### src/design/seven_segment_mux_display_top_assert.svh
// Assertion macros for the seven-segment display controller.
`ifndef SEVEN_SEGMENT_MUX_DISPLAY_TOP_ASSERT_SVH
`define SEVEN_SEGMENT_MUX_DISPLAY_TOP_ASSERT_SVH

// Consequent checked in the clock after the antecedent.
`define SSMD_ASSERT_NEXT(lbl, ante, cons, msg) \
  lbl: assert property (@(posedge clk) disable iff (rst) (ante) |=> (cons)) \
    else $error(msg);

// Consequent checked in the same clock as the antecedent.
`define SSMD_ASSERT_NOW(lbl, ante, cons, msg) \
  lbl: assert property (@(posedge clk) disable iff (rst) (ante) |-> (cons)) \
    else $error(msg);

`endif

### src/design/ssmd_pkg.sv
// ----------------------------------------------------------------------------
// ssmd_pkg
// Shared types and codes of the seven-segment display controller.
// ----------------------------------------------------------------------------
`timescale 1ns / 1ps

package ssmd_pkg;

  localparam int unsigned SEG_W    = 8;
  localparam int unsigned CHAR_W   = 8;
  localparam int unsigned SEL_W    = 2;
  localparam int unsigned STATUS_W = 2;

  localparam logic [1:0] REQ_WRITE = 2'd0;
  localparam logic [1:0] REQ_CLEAR = 2'd1;
  localparam logic [1:0] REQ_TICK  = 2'd2;

  localparam logic [STATUS_W-1:0] ST_DONE     = 2'd0;
  localparam logic [STATUS_W-1:0] ST_IDX_IGN  = 2'd1;
  localparam logic [STATUS_W-1:0] ST_UNKNOWN  = 2'd2;
  localparam logic [STATUS_W-1:0] ST_DISABLED = 2'd3;

  localparam logic [CHAR_W-1:0] CHAR_RESET = 8'h30;

  typedef struct packed {
    logic             hit;
    logic [SEG_W-1:0] segs;
  } glyph_t;

endpackage

### src/design/ssmd_glyph_decode.sv
// ----------------------------------------------------------------------------
// ssmd_glyph_decode
// Character code to segment pattern lookup over the fixed glyph set.
// ----------------------------------------------------------------------------
`timescale 1ns / 1ps

module ssmd_glyph_decode (
  input  logic [ssmd_pkg::CHAR_W-1:0] char_code,
  output ssmd_pkg::glyph_t            glyph
);

  logic [ssmd_pkg::SEG_W-1:0] segs;
  logic                       hit;

  always_comb begin
    hit = 1'b1;
    unique case (char_code)
      "0": segs = 8'h3F;
      "1": segs = 8'h06;
      "2": segs = 8'h5B;
      "3": segs = 8'h4F;
      "4": segs = 8'h66;
      "5": segs = 8'h6D;
      "6": segs = 8'h7D;
      "7": segs = 8'h07;
      "8": segs = 8'h7F;
      "9": segs = 8'h6F;
      "A": segs = 8'h77;
      "B": segs = 8'h7C;
      "C": segs = 8'h39;
      "D": segs = 8'h5E;
      "E": segs = 8'h79;
      "F": segs = 8'h71;
      "G": segs = 8'h3D;
      "H": segs = 8'h76;
      "I": segs = 8'h30;
      "J": segs = 8'h1E;
      "K": segs = 8'h74;
      "L": segs = 8'h38;
      "M": segs = 8'h15;
      "N": segs = 8'h37;
      "O": segs = 8'h3F;
      "P": segs = 8'h73;
      "Q": segs = 8'h67;
      "R": segs = 8'h73;
      "S": segs = 8'h6D;
      "T": segs = 8'h7F;
      "U": segs = 8'h3E;
      "V": segs = 8'h2E;
      "W": segs = 8'h2A;
      "X": segs = 8'h76;
      "Y": segs = 8'h6E;
      "Z": segs = 8'h4B;
      "-": segs = 8'h40;
      " ": segs = 8'h00;
      "^": segs = 8'h40;
      ">": segs = 8'h04;
      "_": segs = 8'h08;
      "<": segs = 8'h10;
      ".": segs = 8'h80;
      default: begin
        segs = 8'h00;
        hit  = 1'b0;
      end
    endcase
  end

  assign glyph.hit  = hit;
  assign glyph.segs = segs;

endmodule

### src/design/seven_segment_mux_display_top.sv
// ----------------------------------------------------------------------------
// seven_segment_mux_display_top
// Multiplexed seven-segment display controller with per-digit character store.
// ----------------------------------------------------------------------------
// Usage:
//   Input channel (in_valid/in_ready) carries one request per beat: write a
//   character to a digit slot, clear all digits, or a refresh tick that shows
//   the digit under the scan counter and advances it.
//   Output channel (out_valid/out_ready) returns one beat per request: the
//   segment and select registers after the request, plus a status code.
//   Result: the result is registered and presented in the cycle after the request is taken.
//   Throughput: one request per cycle while out_ready is high; the whole
//   request, including the glyph lookup, is combinational between the
//   accept and the result register.
//   Reset: all digits disabled, characters set to '0', scan counter, segment
//   and select registers cleared, no result pending.
//   Stall: while a result waits, a new request is still taken if out_ready is
//   high in the same cycle; otherwise in_ready drops until the result leaves.
// ----------------------------------------------------------------------------
`timescale 1ns / 1ps

module seven_segment_mux_display_top #(
  parameter int unsigned NUM_DIGITS = 4
) (
  input  logic                          clk,
  input  logic                          rst,
  input  logic                          in_valid,
  output logic                          in_ready,
  input  logic [1:0]                    req_type,
  input  logic [2:0]                    digit_index,
  input  logic [ssmd_pkg::CHAR_W-1:0]   char_code,
  output logic                          out_valid,
  input  logic                          out_ready,
  output logic [ssmd_pkg::SEG_W-1:0]    segment_lines,
  output logic [ssmd_pkg::SEL_W-1:0]    digit_select,
  output logic [ssmd_pkg::STATUS_W-1:0] status
);

  localparam int unsigned IDX_W = $clog2(NUM_DIGITS);

  logic [ssmd_pkg::CHAR_W-1:0]   chars [NUM_DIGITS];
  logic [NUM_DIGITS-1:0]         enables;
  logic [IDX_W-1:0]              scan_pos;
  logic [ssmd_pkg::SEG_W-1:0]    segment_reg;
  logic [ssmd_pkg::SEL_W-1:0]    select_reg;

  logic [ssmd_pkg::SEG_W-1:0]    segment_next;
  logic [ssmd_pkg::SEL_W-1:0]    select_next;
  logic [ssmd_pkg::STATUS_W-1:0] status_next;
  logic [IDX_W-1:0]              scan_next;
  logic                          accept;
  logic                          idx_ok;
  logic                          scan_en;
  ssmd_pkg::glyph_t              glyph;

  assign in_ready = !out_valid || out_ready;
  assign accept   = in_valid && in_ready;
  assign idx_ok   = digit_index < 3'(NUM_DIGITS);
  assign scan_en  = enables[scan_pos];

  ssmd_glyph_decode u_decode (
    .char_code (chars[scan_pos]),
    .glyph     (glyph)
  );

  always_comb begin
    segment_next = segment_reg;
    select_next  = select_reg;
    status_next  = ssmd_pkg::ST_DONE;
    scan_next    = scan_pos;
    unique case (req_type)
      ssmd_pkg::REQ_WRITE: begin
        if (!idx_ok) status_next = ssmd_pkg::ST_IDX_IGN;
      end
      ssmd_pkg::REQ_CLEAR: begin
        segment_next = '0;
        select_next  = ssmd_pkg::SEL_W'(NUM_DIGITS - 1);
      end
      ssmd_pkg::REQ_TICK: begin
        if (scan_en) begin
          if (glyph.hit) segment_next = glyph.segs;
          else status_next = ssmd_pkg::ST_UNKNOWN;
          select_next = ssmd_pkg::SEL_W'(scan_pos);
        end else begin
          status_next = ssmd_pkg::ST_DISABLED;
        end
        scan_next = (scan_pos == IDX_W'(NUM_DIGITS - 1)) ? '0 : scan_pos + 1'b1;
      end
      default: ;
    endcase
  end

  always_ff @(posedge clk) begin
    if (rst) begin
      for (int i = 0; i < NUM_DIGITS; i++) chars[i] <= ssmd_pkg::CHAR_RESET;
      enables     <= '0;
      scan_pos    <= '0;
      segment_reg <= '0;
      select_reg  <= '0;
      out_valid   <= 1'b0;
      status      <= ssmd_pkg::ST_DONE;
    end else begin
      if (out_ready) out_valid <= 1'b0;
      if (accept) begin
        if (req_type == ssmd_pkg::REQ_WRITE && idx_ok) begin
          chars[digit_index[IDX_W-1:0]]   <= char_code;
          enables[digit_index[IDX_W-1:0]] <= 1'b1;
        end
        if (req_type == ssmd_pkg::REQ_CLEAR) enables <= '0;
        scan_pos    <= scan_next;
        segment_reg <= segment_next;
        select_reg  <= select_next;
        status      <= status_next;
        out_valid   <= 1'b1;
      end
    end
  end

  assign segment_lines = segment_reg;
  assign digit_select  = select_reg;

`include "seven_segment_mux_display_top_assert.svh"

  `SSMD_ASSERT_NEXT(a_accept_gives_result, accept, out_valid, "accepted beat gave no result")
  `SSMD_ASSERT_NEXT(a_clear_result, accept && req_type == ssmd_pkg::REQ_CLEAR, segment_lines == '0 && digit_select == ssmd_pkg::SEL_W'(NUM_DIGITS - 1) && status == ssmd_pkg::ST_DONE, "clear result wrong")
  `SSMD_ASSERT_NEXT(a_disabled_tick, accept && req_type == ssmd_pkg::REQ_TICK && !scan_en, status == ssmd_pkg::ST_DISABLED && $stable(segment_lines) && $stable(digit_select), "disabled tick changed outputs")

endmodule

### config.mk
export PLATFORM = sky130hd
export DESIGN_NAME = seven_segment_mux_display_top
export DESIGN_NICKNAME = d
export VERILOG_FILES = /design/src/design/ssmd_pkg.sv /design/src/design/ssmd_glyph_decode.sv /design/src/design/seven_segment_mux_display_top.sv
export VERILOG_INCLUDE_DIRS = /design/src /design/src/design
export SDC_FILE = /design/constraint.sdc
export NUM_CORES = 1
export LEC_CHECK = 0
export CORE_MARGIN = 4
export CORE_UTILIZATION = 50
export CTS_BUF_LIST = sky130_fd_sc_hd__clkbuf_16
export DETAILED_ROUTE_END_ITERATION = 10
export DONT_BUFFER_PORTS = 1
export PLACE_DENSITY_LB_ADDON = 0.05
export SKIP_LAST_GASP = 1
export SLEW_MARGIN = 20
export SYNTH_ARGS = -nofsm -noshare
export SYNTH_HDL_FRONTEND = slang
export SYNTH_HIERARCHICAL = 1
export SYNTH_SLANG_ARGS = --single-unit
### constraint.sdc
create_clock -name clk -period 3.85 [get_ports clk]
set_clock_uncertainty 0.05 [all_clocks]
set_input_delay 0.385 -clock clk [delete_from_list [all_inputs] [get_ports clk]]
set_output_delay 0.385 -clock clk [all_outputs]
set_load 0.01 [all_outputs]
# --- Word level (Yosys, flattened, before mapping) ---
# Memory sizes are Yosys's and may differ from the RTL's. A register that Yosys moved wholly into a read port is not among the register bits.
# Cells that the tools add are included.
word_totals:
  word_cells: 113
  n_memories: 1
  output_inout_bits: 14
  regBits: 19
  ram_bits: 32
  input_bits: 17
op_classes:
  eq_ne: 48
  n_bitwise: 1
  magnitude_cmp: 4
  mux: 31
  n_addsub: 1
  n_reduce_logical: 21
memory_table:
  columns: ["name", "depth", "width", "read_ports", "rd_clocked_by_memory_dff", "write_ports", "line", "source"]
  rows:
  - ["chars", 4, 8, 1, 1, 4, "seven_segment_mux_display_top.sv:41", "logic [ssmd_pkg::CHAR_W-1:0] chars [NUM_DIGITS];"]
op_table:
  columns: ["op", "n"]
  rows:
  - ["$pmux W8 S36", 1]
  - ["$eq A8 B7 Y1 const B", 28]
  - ["$eq A8 B6 Y1 const B", 15]
  - ["$reduce_or A43 Y1", 1]
  - ["$mux W8", 3]
  - ["$pmux W8 S2", 1]
  - ["$mux W2", 7]
  - ["$mux W1", 13]
  - ["$reduce_or A2 Y1", 6]
  - ["$mux W4", 2]
  - ["$pmux W2 S2", 2]
  - ["$reduce_or A8 Y1", 1]
  - ["$lt A2 B3 Y1 const B", 2]
  - ["$reduce_bool A2 Y1", 3]
  - ["$eq A2 B2 Y1 const B", 2]
  - ["$or A4 B4 Y4", 1]
  - ["$reduce_and A2 Y1", 2]
  - ["$reduce_and A4 Y1", 1]
  - ["$logic_and A1 B1 Y1", 3]
  - ["$lt A3 B3 Y1 const B", 1]
  - ["$reduce_and A3 Y1", 1]
  - ["$add A2 B1 Y2 const B", 1]
  - ["$bmux W1 S2", 1]
  - ["$demux W1 S2", 1]
  - ["7 further kinds", 7]

# --- Logic depth before layout (Yosys ltp) ---
# Gate-level depths: netlist of run 1.
depth:
  word_depth: 8
  depth_mapped: 14

# --- Hierarchy ---
# Netlist of run 1, hierarchy kept.
modules_own_cells:
  columns: ["mod", "cells_each", "instances", "area_each_um2"]
  rows:
  - ["seven_segment_mux_display_top", 163, 1, 2212.1]
  - ["ssmd_glyph_decode", 171, 1, 1058.5]

# --- Worst setup path after synthesis of run 1 ---
# Ideal clock, no wire load.
synth_timing:
  path_kind: "register to register"
  from: "register (tool-made name)"
  to: "register segment_reg (netlist bit segment_lines[0])"
  n_path_buf: 4
  path_stages_with_launch: 14
  slack_ns: 0.663
  synth_period_minus_slack_ns: 3.187
  t_required_ns: 3.683
  arrival_ns: 3.020
  path_cell_list: "dfxtp_1 -> buf_2 -> mux4_2 -> buf_6 -> or3b_1 -> buf_2 -> or4_4 -> a21oi_2 -> nor4_1 -> nand3_1 -> buf_4 -> nand2_2 -> o21a_2 -> a22o_1"
synth_lines:
  columns: ["item", "line", "source"]
  rows:
  - ["end signal: assignment", "seven_segment_mux_display_top.sv:111", "segment_reg <= segment_next;"]
  - ["end: declaration", "seven_segment_mux_display_top.sv:44", "logic [ssmd_pkg::SEG_W-1:0] segment_reg;"]

==> results of run 1 <==
==> worst min-delay path by stage <==
| stage | from | endpoint | depth (start not counted) |
|---|---|---|---|
| final | rst | out_valid$_SDFFE_PP0P_ | 1 |
| after global routing | rst | out_valid$_SDFFE_PP0P_ | 1 |
| after CTS | rst | out_valid$_SDFFE_PP0P_ | 1 |
| after detailed placement | rst | out_valid$_SDFFE_PP0P_ | 1 |
| after global placement | enables[0]$_SDFFE_PP0P_ | enables[0]$_SDFFE_PP0P_ | 1 |
| after floorplan | enables[2]$_SDFFE_PP0P_ | enables[2]$_SDFFE_PP0P_ | 1 |
==> sequential cells by signal, summed over array words and instances, names as in the netlist, named ones only <==
register	cells
status	2
segment_lines	8
chars	32
enables	4
scan_pos	2
digit_select	2
out_valid	1
==> kinds of logic (layout without fill, tap and decap cells) <==
group | count (synthesis) | count (layout) | share of synthesized area [%]
compound gates | 80 | 80 | 17.06
xor+xnor | 2 | 2 | 0.5357
fa+ha+maj | 1 | 1 | 0.3825
buf+inv | 33 | 28 | 4.744
flops | 53 | 53 | 42.23
mux | 12 | 12 | 7.115
simple gates | 153 | 153 | 27.93
==> worst max-delay path: stages (launching register included) <==
cell and delay (ns):
dfxtp_1 0.64, mux4_2 0.70, or3b_1 0.56, or4_4 0.53
a21oi_2 0.14, nor4_1 0.09, nand3_1 0.11, nand2_2 0.08
o21a_2 0.28, a22o_1 0.19
==> power by group <==
part | switching, mW | total (mW) | internal (mW)
logic | 0.0965 | 0.153 | 0.0570
clock network | 0.190 | 0.494 | 0.304
registers | 0.0105 | 0.626 | 0.615
total | 0.297 | 1.27 | 0.976
==> cell type report <==
| type | count | area [um^2] | share of cell area (%) |
|---|---|---|---|
| Timing Repair Buffer | 13 | 97.59 | 2.787 |
| Clock buffer | 5 | 125.1 | 3.573 |
| Tap cell | 77 | 96.34 | 2.751 |
| Sequential cell | 53 | 1381 | 39.44 |
| Multi-Input combinational cell | 248 | 1734 | 49.52 |
| Inverter | 7 | 26.28 | 0.7503 |
| Clock inverter | 3 | 41.29 | 1.179 |
==> metal layers <==
metal  part of all wire, %  track usage [%]
met1                    46            27.93
met3                   4.6            4.004
met2                    48            30.63
met4                   1.7            6.044
met5                     0                0
==> stage by stage <==
step	hold WS [ns]	utilization [%]	setup WS [ns]	std cells
after floorplan	0.3851	-	0.6634	334
after global placement	0.3988	52.53	0.4356	398
after detailed placement	0.4072	52.53	0.3771	398
after CTS	0.09848	55.15	0.3661	406
after global routing	0.09383	55.15	0.1497	406
final	0.1043	55.15	0.3694	406
==> layout by cell type, fill, tap and decap left out, types with 9 or more instances in the layout <==
cell      Yosys  layout
nand2_1      18      18
buf_4         1      13
nand3_1      20      20
and2_1       24      24
mux4_2        9       9
o21ai_0      13      12
nand2b_1     11      11
nor2_1       22      22
a21oi_1      19      19
dfxtp_1      21      21
nor3_1        9       9
edfxtp_1     32      32
==> qor.tcl, run 1 <==
set qor(rr_endpoint) {segment_lines[5]$_SDFFE_PP0P_}
set qor(post_cts_hold_buffer_count) 0
set qor(fillers) 570
set qor(rsz0062_at_grt) {false}
set qor(yosysWarnings) 6
set qor(global_route.overflow_total) 0
set qor(max_slew_margin_pct) 53.24
set qor(placement.io_buffers) 0
set qor(pin_count) 31
set qor(globalRouteTotalUtil_pct) 19.78
set qor(nets) 346
set qor(syn_area_per_cell_um2) 9.792
set qor(design.core.area_um2) 6350
set qor(antennaDiodeCount) 0
set qor(grt_start_max_net_pins) 21
set qor(tritoncts_clock_tree) {done}
set qor(fp.dieW_um) 88.88
set qor(drc_violation_count_after_routing) 0
set qor(timing.final.crit_share_pct) 90.40
set qor(die_height_um) 88.88
set qor(dpl_cell_area_um2) 3336
set qor(finalHoldViolCount) 0
set qor(run_status) {finished clean}
set qor(yosys.cell_count.top_type) {edfxtp_1}
set qor(ys_top_cells_by_count) {edfxtp_1 (32), and2_1 (24), nor2_1 (22)}
set qor(f_max_ghz) 0.2873
set qor(clockRootBuffer) {clkbuf_16}
set qor(synthesis.nets) 352
set qor(critPathLaunchType) {register}
set qor(worst_setup_path_endpoint) {segment_lines[5]$_SDFFE_PP0P_}
set qor(cp_data_arrival_time_ns) 3.61
set qor(synth_seq_area_share_pct) 42.23
set qor(grt_pass1_vias) 2262
set qor(postSynth.asyncResetShare_pct) 0
set qor(route.antenna.remaining_nets) 0
set qor(synth.top_cell.area_share_pct) 29.38
set qor(total_number_of_h_tree_levels) 2
set qor(cell_taking_the_most_area_after_synthesis) {edfxtp_1}
set qor(synth.top_cells.by_area) {edfxtp_1 (29%), dfxtp_1 (13%), mux4_2 (6.2%), and2_1 (4.6%), nand3_1 (3.1%)}
set qor(synth_enable_flop_cells) 32
set qor(fin_total_pwr_mw) 1.274
set qor(min_path_type) {in -> reg}
set qor(finalWirelength_um) 7389
set qor(reg2reg_depth) 9
set qor(max-vdd-ir-drop_v) 0.0002009
set qor(leakage_nw) 1.212
set qor(slew_viol_final) 0
set qor(dieArea_um2) 7900
set qor(timing.critical_path.fanout_max) 13
set qor(std_cell_rows) 29
set qor(cp-end-kind) {register}
set qor(netlist_area_um2) 3271
set qor(period_needed_ns) 3.481
set qor(ctsResizeCount) 0
set qor(floorplan.initialDensity_pct) 51.51
set qor(worstPathRequired_ns) 3.98
set qor(cts-buffers-inserted) 5
set qor(area_growth_synth_to_finish_pct) 7.077
set qor(finalSetupViolations) 0
set qor(yosys_register_bits) 53
set qor(final_layout_size_suffix_gt1_share_pct) 13.37
set qor(routabilityCongestion) 1.010
set qor(power-per-cell-area_nw_per_um2) 363.7
set qor(tightest_slew_ns) 0.6967
set qor(clock_latency_on_the_worst_skew_pair_ns) 0.29
set qor(drv.max_cap_violation_count) 0
set qor(fin_setup_tns_ns) 0
set qor(post-route-cell-area_um2) 3502
set qor(worst-r2r-setup-slack_ns) 0.37
set qor(netlist-cell-type-count) 64
set qor(clock-sinks) 53
set qor(via_count) 2537
set qor(drt_pre_antenna_iters) 4
set qor(hpwl_um) 5564
set qor(clk_pin_slew_worst_paths_ns) 0.07
set qor(antenna_found_initial) 0
set qor(detailedRoute.firstIterationViolations) 188
set qor(cts_setup_buffers) 0
set qor(postSynth.topFlopCell) {edfxtp_1}
set qor(wire_per_inst_um) 18.20
set qor(timing.setup.critical_path_class) {reg -> reg}
set qor(cts_max_path_buffers) 2
set qor(synth_cells) 334
set qor(viasPerCell) 6.249
set qor(wire_length_of_the_first_global_routing_pass_um) 11930
Power figures use the tool's default switching activity.
==> run 2, diff against run 1 <==
- CORE_MARGIN: 4 -> 5
- RECOVER_POWER: default -> 100
==> run 2 against run 1 <==
Net effect:
- fmax shrank 0.36%
- combinational power decreased by 3%
- flip-flop and latch count unchanged
- die area is 4.6% higher
- register-to-register slack is essentially flat
- global-route usage down 1.5 points
==> qor.tcl, run 2 (synthesis gave the netlist of run 1 again) <==
set qor(run_status) {finished clean}
set qor(power_frac_clock_pct) 35.4
set qor(final_common_cell) {edfxtp_1}
set qor(timing.setup.critical_path_class) {reg -> reg}
set qor(finish.utilization_pct) 54.09
set qor(global_route.overflow_total) 0
set qor(p_sw_share_pct) 24.37
set qor(total_number_of_h_tree_levels) 2
set qor(cts_max_path_buffers) 2
set qor(combPwrFrac_pct) 12.4
set qor(critPathBufInv) 0
set qor(viasPerCell) 6.337
set qor(worst_path_dominant_cell_family) {simple AND/OR/NAND/NOR gates}
set qor(clock-sinks) 53
set qor(finalHoldViolCount) 0
set qor(tritoncts_clock_tree) {done}
set qor(layout_common_cells) {edfxtp_1 (32), nor2_1 (22), dfxtp_1 (21), nand3_1 (20)}
set qor(design.core.area_um2) 6350
set qor(power-per-cell-area_nw_per_um2) 348.9
set qor(detailedRoute.firstIterationViolations) 146
set qor(maximum_cell_stage_delay_along_the_critical_path_ns) 0.70
set qor(cts-buffers-inserted) 5
set qor(largest_register_ff_count) 32
set qor(post-route-cell-area_um2) 3435
set qor(cp-end-kind) {register}
set qor(timing.critical_path.fanout_max) 13
set qor(setup_slack_ns) 0.3568
set qor(drv.max_cap_violation_count) 0
set qor(placement.io_buffers) 0
set qor(drt_pre_antenna_iters) 4
set qor(route.antenna.remaining_nets) 0
set qor(cp_data_arrival_time_ns) 3.62
set qor(cts_setup_buffers) 0
set qor(rsz0062_at_grt) {false}
set qor(finalSetupViolations) 0
set qor(pin_count) 31
set qor(dpl_cell_area_um2) 3321
set qor(wire_length_of_the_first_global_routing_pass_um) 12300
set qor(fin_setup_tns_ns) 0
set qor(clockRootBuffer) {clkbuf_16}
set qor(power_switching_uw) 292.1
set qor(register_bank_with_the_most_flops) {chars}
set qor(tightest_slew_ns) 1.120
set qor(dieArea_um2) 8259
set qor(std_cell_rows) 29
set qor(antenna_found_initial) 0
set qor(timing.final.crit_share_pct) 90.73
set qor(min_path_type) {in -> reg}
set qor(finalWirelength_um) 7327
set qor(grt_pass1_vias) 2381
set qor(clock_latency_on_the_worst_skew_pair_ns) 0.29
set qor(max-vdd-ir-drop_v) 0.0001998
set qor(ctsResizeCount) 0
set qor(pwr-share-seq_pct) 52.2
set qor(leakage_nw) 1.163
set qor(via_count) 2560
set qor(worst_setup_slack_post_dpl_ns) 0.3830
set qor(worstPathRequired_ns) 3.98
set qor(fillers) 566
set qor(max_slew_margin_pct) 24.53
set qor(globalRouteTotalUtil_pct) 18.23
set qor(crit_path_cell_trace) {mux4_2 -> or3b_1 -> or4_4 -> a21oi_2 -> nor4_1 -> nand3_1 -> nand2_1 -> o21a_2 -> a22o_1}
set qor(final_layout_size_suffix_gt1_share_pct) 11.01
set qor(antennaDiodeCount) 0
set qor(post_cts_hold_buffer_count) 0
set qor(slowest_stage) {mux4_2}
set qor(grt_start_max_net_pins) 28
set qor(critPathLaunchType) {register}
set qor(cellInternalPower_uw) 906.4
set qor(hpwl_um) 5468
set qor(f_max_ghz) 0.2863
set qor(clk_pin_slew_worst_paths_ns) 0.07
set qor(routabilityCongestion) 0.9528
set qor(floorplan.initialDensity_pct) 51.51
set qor(area_growth_synth_to_finish_pct) 5.011
set qor(period_needed_ns) 3.493
set qor(fp.dieW_um) 90.88
set qor(die_height_um) 90.88
set qor(nets) 344
set qor(drc_violation_count_after_routing) 0
set qor(slew_viol_final) 0
set qor(wire_per_inst_um) 18.14
run 2: cell count changes in the layout (fill, tap and decap cells not counted), sizes merged:
cell,previous run,this run
clkinvlp,1,0
clkinv,1,0
bufinv,1,0
buf,13,8
inv,7,10
clkbuf,5,8
run 2: layer usage:
metal	track usage (%)	share of wire, %
met4	6.968	2.7
met5	0	0
met1	25.34	44
met2	27.72	46
met3	4.000	6.8
run 2: final timing paths:
check                           slack, ns               startpoint  depth (start not counted)                             to
worst max-delay path                 0.36                 register                          9  segment_lines[2]$_SDFFE_PP0P_
worst min-delay path                 0.11                      rst                          1         out_valid$_SDFFE_PP0P_
worst max register to register       0.36                 register                          9  segment_lines[2]$_SDFFE_PP0P_
worst min register to register       0.42  enables[1]$_SDFFE_PP0P_                          1        enables[1]$_SDFFE_PP0P_
run 2: final cells by class:
cell class | count | area (um^2) | area share, %
multi-input combinational | 248 | 1720 | 50.09
sequential | 53 | 1381 | 40.22
tap | 77 | 96.34 | 2.805
clock inverter | 3 | 13.76 | 0.4007
clock buffer | 5 | 125.1 | 3.643
timing repair buffer | 11 | 71.32 | 2.077
inverter | 7 | 26.28 | 0.7650
run 2: metrics by stage:
step | power [mW] | std cells | hold slack (ns)
floorplan | 0.7584 | 334 | 0.3851
global placement | 0.7882 | 396 | 0.3963
detailed placement | 0.7881 | 396 | 0.4074
CTS | 1.214 | 404 | 0.09873
global route | 1.255 | 404 | 0.09526
finish | 1.198 | 404 | 0.1079
run 2: worst reg2reg max path, cell delays in order, from the launching register on:
cell     delay, ns
dfxtp_1       0.62
mux4_2        0.70
or3b_1        0.56
or4_4         0.52
a21oi_2       0.14
nor4_1        0.09
nand3_1       0.11
nand2_1       0.11
o21a_2        0.29
a22o_1        0.19
run 2: power by group through the flow:
stage	clock [mW]	combinational [mW]	sequential (mW)
global route	0.464	0.163	0.628
global placement	0	0.150	0.638
finish	0.424	0.149	0.626
CTS	0.438	0.150	0.626
detailed placement	0	0.149	0.639
floorplan	0	0.125	0.633
